**src/hdl/nau_pkg.sv**
```systemverilog
package nau_pkg;

  // number format and table geometry
  localparam int FRAC_BITS      = 12;
  localparam int TABLE_SEGMENTS = 128;
  localparam int SEG_BITS       = FRAC_BITS + 3;
  localparam int DATA_W         = 16;
  localparam int KIND_W         = 2;
  localparam int MODE_W         = 2;
  localparam int ENTRY_W        = 17;
  localparam int ROM_AW         = $clog2(TABLE_SEGMENTS + 1);
  localparam int IDX_W          = $clog2(TABLE_SEGMENTS);
  localparam int AX_W           = (SEG_BITS + 1 > 17) ? SEG_BITS + 1 : 17;
  localparam int POS_W          = AX_W + ROM_AW;
  localparam int MUL_W          = 32;
  localparam int PROD_W         = 64;

  // queue between front and back, and result queue
  localparam int QUEUE_DEPTH = 4;
  localparam int QUEUE_AW    = $clog2(QUEUE_DEPTH);
  localparam int OUTQ_DEPTH  = 16;
  localparam int OUTQ_AW     = $clog2(OUTQ_DEPTH);

  // function_kind register codes
  localparam logic [KIND_W-1:0] KIND_SIGMOID = 2'd0;
  localparam logic [KIND_W-1:0] KIND_TANH    = 2'd1;
  localparam logic [KIND_W-1:0] KIND_RELU    = 2'd2;

  // item mode codes
  localparam logic [MODE_W-1:0] MODE_APPLY = 2'd0;
  localparam logic [MODE_W-1:0] MODE_DX    = 2'd1;
  localparam logic [MODE_W-1:0] MODE_DY    = 2'd2;

  // operation picked by the front for the back
  typedef enum logic [2:0] {
    OP_SIG_F,   // sigmoid of x
    OP_SIG_D,   // sigmoid derivative at x
    OP_TANH_F,  // tanh of x
    OP_TANH_D,  // tanh derivative at x
    OP_SIG_Y,   // y(1-y) from given y
    OP_TANH_Y,  // 1-y*y from given y
    OP_VAL,     // pass value through (relu, zero)
    OP_RELU_D   // relu derivative of one
  } nau_op_t;

  typedef struct packed {
    nau_op_t                  op;
    logic                     neg;
    logic signed [DATA_W-1:0] value;
    logic [AX_W-1:0]          ax;
  } nau_item_t;

  typedef logic [TABLE_SEGMENTS:0][ENTRY_W-1:0] sig_rom_t;

  localparam logic [63:0] ROM_STEP = (64'd8 << 31) / TABLE_SEGMENTS;

  // shift-subtract divide, only used while building the table
  function automatic logic [63:0] nau_udiv(input logic [63:0] num, input logic [63:0] den);
    logic [64:0] rem;
    logic [63:0] quo;
    rem = '0;
    quo = '0;
    for (int i = 63; i >= 0; i--) begin
      rem = {rem[63:0], num[i]};
      if (rem >= {1'b0, den}) begin
        rem    = rem - {1'b0, den};
        quo[i] = 1'b1;
      end
    end
    return quo;
  endfunction

  // sigmoid(8k/segments) in Q0.16, exp by series then powers in Q0.31
  function automatic sig_rom_t build_sig_rom();
    sig_rom_t    rom;
    logic [63:0] term;
    logic [63:0] sum;
    logic [63:0] e;
    logic [63:0] p;
    logic [63:0] q;
    rom  = '0;
    term = 64'd1 << 31;
    sum  = term;
    for (int n = 1; n <= 20; n++) begin
      term = nau_udiv((term * ROM_STEP) >> 31, 64'(n));
      if (n[0]) begin
        sum = sum - term;
      end else begin
        sum = sum + term;
      end
    end
    e = sum;
    p = 64'd1 << 31;
    for (int k = 0; k <= TABLE_SEGMENTS; k++) begin
      q      = nau_udiv(64'd1 << 48, (64'd1 << 31) + p);
      rom[k] = ENTRY_W'((q + 64'd1) >> 1);
      p      = (p * e + (64'd1 << 30)) >> 31;
    end
    return rom;
  endfunction

  localparam sig_rom_t SIG_ROM = build_sig_rom();

endpackage

```
**src/hdl/nau_front.sv**
```systemverilog
module nau_front (
  input  logic                             clk,
  input  logic                             rst_n,
  input  logic                             cfg_valid,
  output logic                             cfg_ready,
  input  logic [nau_pkg::KIND_W-1:0]       cfg_function_kind,
  input  logic [nau_pkg::MODE_W-1:0]       in_mode,
  input  logic signed [nau_pkg::DATA_W-1:0] in_value,
  output nau_pkg::nau_item_t               item
);
  import nau_pkg::*;

  logic [KIND_W-1:0] kind_r;
  logic [AX_W-1:0]   vx;
  logic [AX_W-1:0]   av;
  logic              neg;
  logic              pos;

  assign cfg_ready = 1'b1;

  always_ff @(posedge clk) begin
    if (!rst_n) begin
      kind_r <= KIND_SIGMOID;
    end else if (cfg_valid) begin
      kind_r <= cfg_function_kind;
    end
  end

  always_comb begin
    neg = in_value[DATA_W-1];
    pos = !neg && (in_value != '0);
    vx  = AX_W'(in_value);
    av  = neg ? (AX_W'(0) - vx) : vx;

    item.neg   = neg;
    item.value = in_value;
    item.ax    = (kind_r == KIND_TANH) ? (av << 1) : av;
    item.op    = OP_VAL;

    unique case (kind_r)
      KIND_SIGMOID: begin
        unique case (in_mode)
          MODE_APPLY: item.op = OP_SIG_F;
          MODE_DX:    item.op = OP_SIG_D;
          MODE_DY:    item.op = OP_SIG_Y;
          default:    item.value = '0;
        endcase
      end
      KIND_TANH: begin
        unique case (in_mode)
          MODE_APPLY: item.op = OP_TANH_F;
          MODE_DX:    item.op = OP_TANH_D;
          MODE_DY:    item.op = OP_TANH_Y;
          default:    item.value = '0;
        endcase
      end
      KIND_RELU: begin
        unique case (in_mode)
          MODE_APPLY: begin
            if (!pos) begin
              item.value = '0;
            end
          end
          MODE_DX, MODE_DY: begin
            if (pos) begin
              item.op = OP_RELU_D;
            end else begin
              item.value = '0;
            end
          end
          default: item.value = '0;
        endcase
      end
      default: item.value = '0;
    endcase
  end

endmodule

```
**src/hdl/nau_queue.sv**
```systemverilog
module nau_queue (
  input  logic               clk,
  input  logic               rst_n,
  input  logic               push,
  input  nau_pkg::nau_item_t din,
  output logic               full,
  input  logic               pop,
  output nau_pkg::nau_item_t dout,
  output logic               empty
);
  import nau_pkg::*;

  nau_item_t           mem_r [QUEUE_DEPTH];
  logic [QUEUE_AW-1:0] wp_r;
  logic [QUEUE_AW-1:0] rp_r;
  logic [QUEUE_AW:0]   cnt_r;
  logic [QUEUE_AW:0]   cnt_nxt;
  logic                wr;
  logic                rd;

  assign full  = (cnt_r == (QUEUE_AW + 1)'(QUEUE_DEPTH));
  assign empty = (cnt_r == '0);
  assign wr    = push && !full;
  assign rd    = pop && !empty;
  assign dout  = mem_r[rp_r];

  always_comb begin
    cnt_nxt = cnt_r;
    if (wr && !rd) begin
      cnt_nxt = cnt_r + 1'b1;
    end else if (rd && !wr) begin
      cnt_nxt = cnt_r - 1'b1;
    end
  end

  always_ff @(posedge clk) begin
    if (!rst_n) begin
      wp_r  <= '0;
      rp_r  <= '0;
      cnt_r <= '0;
    end else begin
      cnt_r <= cnt_nxt;
      if (wr) begin
        wp_r <= wp_r + 1'b1;
      end
      if (rd) begin
        rp_r <= rp_r + 1'b1;
      end
    end
  end

  always_ff @(posedge clk) begin
    if (wr) begin
      mem_r[wp_r] <= din;
    end
  end

endmodule

```
**src/hdl/nau_back.sv**
```systemverilog
module nau_back (
  input  logic                              clk,
  input  logic                              rst_n,
  input  logic                              q_empty,
  input  nau_pkg::nau_item_t                q_item,
  output logic                              q_pop,
  input  logic                              out_pop,
  output logic                              out_empty,
  output logic signed [nau_pkg::DATA_W-1:0] out_result
);
  import nau_pkg::*;

  localparam int V_W     = ENTRY_W + SEG_BITS + 1;
  localparam int S_W     = 31;
  localparam int SHR     = 16 + SEG_BITS - 30;
  localparam int SHR_DN  = (SHR > 0) ? SHR : 0;
  localparam int SHR_UP  = (SHR < 0) ? -SHR : 0;
  localparam int SH_TAB  = 60 - FRAC_BITS;
  localparam int SH_VAL  = FRAC_BITS;
  localparam int SAT_LIM = 8 << FRAC_BITS;

  localparam logic [63:0]        HALF_S    = (64'd1 << SHR_DN) >> 1;
  localparam logic [63:0]        HALF_TAB  = 64'd1 << (SH_TAB - 1);
  localparam logic [63:0]        HALF_VAL  = 64'd1 << (SH_VAL - 1);
  localparam logic [S_W-1:0]     ONE30     = S_W'(1) << 30;
  localparam logic [MUL_W-1:0]   ONE30_M   = MUL_W'(1) << 30;
  localparam logic [MUL_W-1:0]   ONE_F     = MUL_W'(1) << FRAC_BITS;
  localparam logic [PROD_W-1:0]  BIAS_TAB  = PROD_W'(1) << 60;
  localparam logic [PROD_W-1:0]  BIAS_VAL  = PROD_W'(1) << (2 * FRAC_BITS);
  localparam logic [ENTRY_W-1:0] ROM_LAST  = SIG_ROM[TABLE_SEGMENTS];
  localparam logic [DATA_W-1:0]  RES_MIN   = {1'b1, {(DATA_W - 1){1'b0}}};
  localparam logic [DATA_W-1:0]  RES_MAX   = {1'b0, {(DATA_W - 1){1'b1}}};

  // credit: items in flight plus items in the result queue
  logic [OUTQ_AW:0] cnt_r;
  logic             issue;
  logic             deq;
  logic [5:0]       vld_r;

  // stage 1: table read
  logic [POS_W-1:0]          pos;
  logic [POS_W-SEG_BITS-1:0] idx_full;
  logic [IDX_W-1:0]          idx;
  logic [ENTRY_W-1:0]        lo;
  logic [ENTRY_W-1:0]        hi;
  nau_op_t                   p1_op_r;
  logic                      p1_neg_r;
  logic signed [DATA_W-1:0]  p1_value_r;
  logic                      p1_sat_r;
  logic [ENTRY_W-1:0]        p1_lo_r;
  logic [ENTRY_W-1:0]        p1_diff_r;
  logic [SEG_BITS-1:0]       p1_frac_r;

  // stage 2: interpolation
  nau_op_t                  p2_op_r;
  logic                     p2_neg_r;
  logic signed [DATA_W-1:0] p2_value_r;
  logic [V_W-1:0]           p2_v_r;

  // stage 3: operand forming
  logic [63:0]             s_full;
  logic [S_W-1:0]          s;
  logic [S_W-1:0]          ns;
  logic [S_W-1:0]          y;
  logic [S_W-1:0]          my;
  logic [MUL_W-1:0]        t;
  logic [MUL_W-1:0]        nt;
  logic [MUL_W-1:0]        vs;
  logic signed [MUL_W-1:0] ma;
  logic signed [MUL_W-1:0] mb;
  logic                    neg_f;
  logic                    bias_en;
  logic                    tab;
  logic signed [MUL_W-1:0] p3_ma_r;
  logic signed [MUL_W-1:0] p3_mb_r;
  logic                    p3_neg_r;
  logic                    p3_bias_r;
  logic                    p3_tab_r;

  // stage 4: product
  logic signed [PROD_W-1:0] p4_prod_r;
  logic                     p4_neg_r;
  logic                     p4_bias_r;
  logic                     p4_tab_r;

  // stage 5: bias
  logic [PROD_W-1:0]        bias;
  logic signed [PROD_W-1:0] p5_p_r;
  logic                     p5_neg_r;
  logic                     p5_tab_r;

  // stage 6: round and saturate
  logic              neg_p;
  logic [63:0]       base;
  logic [63:0]       sum;
  logic [63:0]       mag;
  logic [DATA_W-2:0] p6_mag_r;
  logic              p6_ovf_r;
  logic              p6_neg_r;
  logic [DATA_W-1:0] res;

  // result queue
  logic [DATA_W-1:0]  oq_mem_r [OUTQ_DEPTH];
  logic [OUTQ_AW-1:0] oq_wp_r;
  logic [OUTQ_AW-1:0] oq_rp_r;
  logic [OUTQ_AW:0]   oq_cnt_r;
  logic               wr;

  assign issue = !q_empty && (cnt_r < (OUTQ_AW + 1)'(OUTQ_DEPTH));
  assign q_pop = issue;
  assign out_empty = (oq_cnt_r == '0);
  assign deq = out_pop && !out_empty;
  assign wr  = vld_r[5];
  assign out_result = oq_mem_r[oq_rp_r];

  always_ff @(posedge clk) begin
    if (!rst_n) begin
      cnt_r    <= '0;
      vld_r    <= '0;
      oq_wp_r  <= '0;
      oq_rp_r  <= '0;
      oq_cnt_r <= '0;
    end else begin
      cnt_r    <= cnt_r + (OUTQ_AW + 1)'(issue) - (OUTQ_AW + 1)'(deq);
      vld_r    <= {vld_r[4:0], issue};
      oq_cnt_r <= oq_cnt_r + (OUTQ_AW + 1)'(wr) - (OUTQ_AW + 1)'(deq);
      if (wr) begin
        oq_wp_r <= oq_wp_r + 1'b1;
      end
      if (deq) begin
        oq_rp_r <= oq_rp_r + 1'b1;
      end
    end
  end

  // stage 1: segment index, fraction and the two neighboring entries
  always_comb begin
    pos      = POS_W'(q_item.ax) * POS_W'(TABLE_SEGMENTS);
    idx_full = pos[POS_W-1:SEG_BITS];
    idx      = (idx_full >= (POS_W - SEG_BITS)'(TABLE_SEGMENTS)) ?
               IDX_W'(TABLE_SEGMENTS - 1) : idx_full[IDX_W-1:0];
    lo       = SIG_ROM[ROM_AW'(idx)];
    hi       = SIG_ROM[ROM_AW'(idx) + 1'b1];
  end

  // stage 3: rescale to Q0.30 and pick multiplier operands
  always_comb begin
    s_full = ((64'(p2_v_r) << SHR_UP) + HALF_S) >> SHR_DN;
    s      = s_full[S_W-1:0];
    ns     = ONE30 - s;
    y      = p2_neg_r ? ns : s;
    my     = p2_neg_r ? s : ns;
    t      = {s, 1'b0} - ONE30_M;
    nt     = ONE30_M - {s, 1'b0};
    vs     = MUL_W'(p2_value_r);
    ma      = signed'(vs);
    mb      = signed'(ONE_F);
    neg_f   = 1'b0;
    bias_en = 1'b0;
    tab     = 1'b0;
    unique case (p2_op_r)
      OP_SIG_F: begin
        ma  = signed'({1'b0, y});
        mb  = signed'(ONE30_M);
        tab = 1'b1;
      end
      OP_SIG_D: begin
        ma  = signed'({1'b0, y});
        mb  = signed'({1'b0, my});
        tab = 1'b1;
      end
      OP_TANH_F: begin
        ma    = signed'(t);
        mb    = signed'(ONE30_M);
        neg_f = p2_neg_r;
        tab   = 1'b1;
      end
      OP_TANH_D: begin
        ma      = signed'(t);
        mb      = signed'(nt);
        bias_en = 1'b1;
        tab     = 1'b1;
      end
      OP_SIG_Y: begin
        mb = signed'(ONE_F - vs);
      end
      OP_TANH_Y: begin
        mb      = signed'(MUL_W'(0) - vs);
        bias_en = 1'b1;
      end
      OP_VAL: begin
        mb = signed'(ONE_F);
      end
      OP_RELU_D: begin
        ma = signed'(ONE_F);
      end
      default: begin
        ma = '0;
      end
    endcase
  end

  // stage 5 bias pick; stage 6: magnitude with rounding folded into one add, then sign and clamp
  always_comb begin
    bias  = p4_bias_r ? (p4_tab_r ? BIAS_TAB : BIAS_VAL) : '0;
    neg_p = p5_p_r[PROD_W-1];
    base  = neg_p ? ~p5_p_r : p5_p_r;
    sum   = base + (p5_tab_r ? HALF_TAB : HALF_VAL) + 64'(neg_p);
    mag   = p5_tab_r ? (sum >> SH_TAB) : (sum >> SH_VAL);
    if (p6_neg_r) begin
      res = p6_ovf_r ? RES_MIN : (DATA_W'(0) - {1'b0, p6_mag_r});
    end else begin
      res = p6_ovf_r ? RES_MAX : {1'b0, p6_mag_r};
    end
  end

  always_ff @(posedge clk) begin
    p1_op_r    <= q_item.op;
    p1_neg_r   <= q_item.neg;
    p1_value_r <= q_item.value;
    p1_sat_r   <= (q_item.ax >= AX_W'(SAT_LIM));
    p1_lo_r    <= lo;
    p1_diff_r  <= (hi >= lo) ? (hi - lo) : '0;
    p1_frac_r  <= pos[SEG_BITS-1:0];

    p2_op_r    <= p1_op_r;
    p2_neg_r   <= p1_neg_r;
    p2_value_r <= p1_value_r;
    p2_v_r     <= p1_sat_r ? (V_W'(ROM_LAST) << SEG_BITS) :
                  ((V_W'(p1_lo_r) << SEG_BITS) + V_W'(p1_diff_r) * V_W'(p1_frac_r));

    p3_ma_r   <= ma;
    p3_mb_r   <= mb;
    p3_neg_r  <= neg_f;
    p3_bias_r <= bias_en;
    p3_tab_r  <= tab;

    p4_prod_r <= p3_ma_r * p3_mb_r;
    p4_neg_r  <= p3_neg_r;
    p4_bias_r <= p3_bias_r;
    p4_tab_r  <= p3_tab_r;

    p5_p_r   <= p4_prod_r + signed'(bias);
    p5_neg_r <= p4_neg_r;
    p5_tab_r <= p4_tab_r;

    p6_mag_r <= mag[DATA_W-2:0];
    p6_ovf_r <= |mag[63:DATA_W-1];
    p6_neg_r <= p5_neg_r | neg_p;

    if (wr) begin
      oq_mem_r[oq_wp_r] <= res;
    end
  end

endmodule

```
**src/hdl/neural_activation_unit.sv**
```systemverilog
// a result reaches the result ports through the back stages and the result queue
// throughput: one item per cycle, sustained while results are popped as they come
// the credit check against the 16-entry result queue is what stalls intake
// reset: function_kind returns to sigmoid and both queues empty; no clearing pass
module neural_activation_unit (
  input  logic                              clk,
  input  logic                              rst_n,
  // input items
  input  logic                              push,
  output logic                              full,
  input  logic [nau_pkg::MODE_W-1:0]        in_mode,
  input  logic signed [nau_pkg::DATA_W-1:0] in_value,
  // result items
  output logic                              empty,
  input  logic                              pop,
  output logic signed [nau_pkg::DATA_W-1:0] out_result,
  // function_kind register write
  input  logic                              cfg_valid,
  output logic                              cfg_ready,
  input  logic [nau_pkg::KIND_W-1:0]        cfg_function_kind
);
  import nau_pkg::*;

  // classified item from the front, queued for the back
  nau_item_t f_item;
  nau_item_t q_item;
  logic      q_empty;
  logic      q_pop;

  // front: holds function_kind, turns kind and mode into one operation,
  // passes relu apply, zero relu slopes and the unused codes on as a plain value
  nau_front u_front (
    .clk               (clk),
    .rst_n             (rst_n),
    .cfg_valid         (cfg_valid),
    .cfg_ready         (cfg_ready),
    .cfg_function_kind (cfg_function_kind),
    .in_mode           (in_mode),
    .in_value          (in_value),
    .item              (f_item)
  );

  // short queue so intake and execution stall on their own
  nau_queue u_queue (
    .clk   (clk),
    .rst_n (rst_n),
    .push  (push),
    .din   (f_item),
    .full  (full),
    .pop   (q_pop),
    .dout  (q_item),
    .empty (q_empty)
  );

  // back: table read, interpolation, one shared multiply, round and clamp,
  // then the result queue; an item is only issued when its result has a slot
  nau_back u_back (
    .clk        (clk),
    .rst_n      (rst_n),
    .q_empty    (q_empty),
    .q_item     (q_item),
    .q_pop      (q_pop),
    .out_pop    (pop),
    .out_empty  (empty),
    .out_result (out_result)
  );

`ifndef SYNTHESIS
  // the back never pulls from an empty queue
  a_no_pop_empty: assert property (@(posedge clk) disable iff (!rst_n)
    q_pop |-> !q_empty)
    else $error("back popped an empty queue");

  // a full queue always has an item for the back
  a_full_has_item: assert property (@(posedge clk) disable iff (!rst_n)
    full |-> !q_empty)
    else $error("queue full but empty");

  // a taken item is in the queue on the next cycle
  a_push_lands: assert property (@(posedge clk) disable iff (!rst_n)
    (push && !full) |=> !q_empty)
    else $error("accepted item missing from queue");
`endif

endmodule
```
**config.mk**
```make
export PLATFORM = sky130hd
export DESIGN_NAME = neural_activation_unit
export DESIGN_NICKNAME = d
export VERILOG_FILES = /design/src/hdl/nau_pkg.sv /design/src/hdl/nau_front.sv /design/src/hdl/nau_queue.sv /design/src/hdl/nau_back.sv /design/src/hdl/neural_activation_unit.sv
export SDC_FILE = /design/constraint.sdc
export NUM_CORES = 2
export LEC_CHECK = 0
export BUFFER_PORTS_ARGS = -buffer_cell sky130_fd_sc_hd__clkbuf_2
export CORE_ASPECT_RATIO = 1.2
export CORE_MARGIN = 2
export CORE_UTILIZATION = 40
export CTS_CLUSTER_DIAMETER = 200
export DETAILED_ROUTE_END_ITERATION = 10
export PLACE_DENSITY_LB_ADDON = 0.08
export SETUP_SLACK_MARGIN = 0.4
export SYNTH_ARGS = -nofsm -noshare
export SYNTH_HDL_FRONTEND = slang
export SYNTH_HIERARCHICAL = 1
export SYNTH_SLANG_ARGS = --single-unit
```
**constraint.sdc**
```tcl
create_clock -name clk -period 6.96 [get_ports clk]
set_input_delay 1.392 -clock clk [delete_from_list [all_inputs] [get_ports clk]]
set_output_delay 1.392 -clock clk [all_outputs]
set_load 0.02 [all_outputs]
```
==> flow_summary_export.csv <==
group,metric,value,unit
drt,vias,55000,
run_status,violations,"negative setup slack",
final_layout,fillCellCount,17900,
final_layout,area_delta_synth_final,17.2,%
synth,synth_top_area_share,30.9,%
sta,setup-violations-final,22,
sta,max_freq,0.133,GHz
cts,cts_buffers,86,
drt,routed_wl,231000,um
synth,synth_cell_type_count,108,
floorplan,dieArea,0.195,mm^2
grt,grt_max_degree,80,
final_layout,layout.area.seq,0.0195,mm^2
drt,wl_per_cell,22.0,um
critical_path,start_kind,"flip-flop",
synth,yosys.area.top_type,"fa_1",
floorplan,rows,175,
grt,grt_pass1_vias,59500,
sta,fin_ws,-549,ps
cts,cts_tree,"yes",
sta,slew_headroom,14.9,%
run_status,status,"finished with violations",
grt,grt.overflow.total,0,
critical_path,crit_path_end_kind,"flip-flop",
synth,yosys-top-cells-area,"fa_1 31%, edfxtp_1 16%, dfxtp_1 9.5%",
grt,grt_util_all_layers,24.0,%
cts,insertion_delay,760,ps
critical_path,worstSetupPathType,"flip-flop to flip-flop",
sta,tightest_slew,1280,ps
synth,synth_top_family_by_area,"adder cells",
final_layout,final_cell_area,0.0896,mm^2
final_layout,layout_commonest_cell,"fa_1",
grt,antenna_found_initial,13,
final_layout,final_nets,9470,
floorplan,dieWidth,403,um
drt,viasPerCell,5.24,
synth,synth.avg_cell_area,10.2,um^2
synth,yosys.area_share.simple,15.4,%
synth,ys_ff_latch,766,
sta,rsz0062_at_grt,"true",
worst_hold_path,hold_path_class,"flip-flop to flip-flop",
cts,cts_sinks,766,
run,max-cap-violations,0,
synth,ys_async_sr_fraction,0,%
floorplan,coreArea,0.190,mm^2
drt,drc,0,
synth,synth_xor_area_share,3.54,%
synth,synth_mux_area_share,3.91,%
synth,synthAdderAreaFrac,36.2,%
final_layout,fin_util,47.2,%
floorplan,start_util,40.3,%
final_layout,drive_above_1_share,18.0,%
cts,h-tree-depth,3,
synth,synth_edf_count,404,
synth,synth.cell_area,0.0764,mm^2
cts,clock_path_buffers,3,
floorplan,fp.dieH,483,um
synth,syn-num-nets,9058,
placement,hpwl,182000,um
drt,dr.pass1.iters,8,
synth,ys_seq_area_share,25.4,%
grt,grt_pass1_wl,355000,um
floorplan,num_io_pins,44,
cts,clkTransAtPathRegs,60,ps
cts,holdBufCountCts,0,
synth,synth_ff_type,"edfxtp_1",
drt,drtIter0Drc,3247,
synth,synth_compound_area_share,7.69,%
synth,ys_warn_count,6,
critical_path,crit_required,7560,ps
placement,place.gp.congestion,0.898,
final_layout,final_cell_mix,"1117 x fa_1, 1097 x inv_1, 824 x nand2_1",
drt,ant_nets,0,
placement,placed_cell_area,0.0842,mm^2
sta,period_share,108,%
sta,finalHoldViolCount,0,
sta,min_period,7510,ps
synth,synth_cells,7530,
sta,fin_worst_skew,92.2,ps
final_layout,multi_input_area,0.0526,mm^2
placement,numPortBuffers,42,
critical_path,worstPathArrival,8100,ps
sta,slew_violations,0,
critical_path,worstPathMaxFanout,4,
cts,cts_root_buf,"clkbuf_16",
final cells by class:
cell class / count / share of cell area (%)
diodes: 6 / 0.0168
clock buffers: 109 / 2.65
clock inverters: 53 / 0.707
inverters: 1132 / 4.76
multi-input cells: 5188 / 58.7
flip-flops and latches: 766 / 21.7
well taps: 2478 / 3.46
repair buffers: 768 / 7.98
stage by stage:
step / setup WS [ps] / hold slack, ps / std cells / TNS (ps)
2_1_floorplan: -307 / 310 / 7530 / -893
3_3_place_gp: -681 / 311 / 10200 / -11100
3_5_place_dp: -726 / 312 / 10200 / -11780
4_1_cts: -592 / 313 / 10400 / -6980
5_1_grt: -805 / 312 / 10500 / -13340
6_report: -549 / 310 / 10500 / -7070
kinds of logic after synthesis:
group,count (synthesis)
AO/OA/AOI/OAI,900
XOR/XNOR,309
adder cells (fa/ha/maj),1505
buffers and inverters,1577
flip-flops,766
multiplexers,151
other,1
AND/OR/NAND/NOR,2321
final timing paths:
kind	from	to	slack [ps]	depth (start not counted)
worst max register to register	u_back/p3_mb_r[5]	u_back/p4_prod_r[59]	-550	26
worst min register to register	u_back/p4_prod_r[20]	u_back/p5_p_r[20]	310	0
worst min-delay path	u_back/p4_prod_r[20]	u_back/p5_p_r[20]	310	0
worst max-delay path	u_back/p3_mb_r[5]	u_back/p4_prod_r[59]	-550	26
timing repair:
item                                    4_1_cts  5_1_grt
endpoints found under the setup margin       59       68
gates cloned                                  4        6
gates resized for setup                     202      203
buffers inserted                             32       44
pin swaps                                    96      127
synth_stat cells (31+ instances only):
library cell and number:
xor2_1 119, nand4_1 38, nor3_1 90, nor2_1 281
dfxtp_1 362, nand3_1 85, fa_1 1180, edfxtp_1 404
a21oi_1 236, a211oi_1 49, a31oi_1 33, and2_1 650
nand2b_1 52, nand2_1 841, o211ai_1 46, inv_1 1131
buf_1 34, a21o_1 45, clkbuf_1 382, mux2i_1 32
or3_1 40, nor2b_1 79, ha_1 323, o221ai_1 31
o21ai_0 211, xnor2_1 190, mux4_2 114
critical path: stages (launching register included):
cell       delay [ps]
dfxtp_4           460
buf_4             170
clkbuf_16         130
nand2_1            70
fa_1              530
inv_1              50
fa_1              470
fa_1              510
inv_1              60
fa_1              530
inv_1              50
fa_1              470
fa_1              560
fa_1              440
fa_1              540
ha_4              310
buf_6             110
nand4_1           150
or4_4             610
o41ai_4           210
buf_4             180
nand4_1           150
buf_4             190
a21oi_4           130
a21o_1            120
a21oi_1            70
xnor2_1           120
registers in the layout, indices dropped and copies added (netlist names), 3 cells and up, named ones only:
name	flops
u_back/cnt_r	5
u_back/oq_cnt_r	5
u_back/oq_mem_r	256
u_back/oq_rp_r	4
u_back/oq_wp_r	4
u_back/p1_diff_r	17
u_back/p1_frac_r	8
u_back/p1_lo_r	15
u_back/p1_op_r	3
u_back/p1_value_r	16
u_back/p2_op_r	3
u_back/p2_v_r	25
u_back/p2_value_r	16
u_back/p3_ma_r	32
u_back/p3_mb_r	32
u_back/p4_prod_r	64
u_back/p5_p_r	64
u_back/p6_mag_r	15
u_back/vld_r	6
u_queue/cnt_r	3
u_queue/mem_r	148
metal layers:
layer	share of wire (%)	global-route usage [%]	vias to the layer above	routed length [um]
li1	-	-	25100	-
met1	39	28.2	28200	90900
met2	52	43.8	1307	120000
met3	3.7	2.32	468	8450
met4	5.2	11.6	0	12100
met5	0	0	-	0
Power is not shown: default switching activity piles up to over one toggle a cycle in this logic, so the estimate is an artifact.
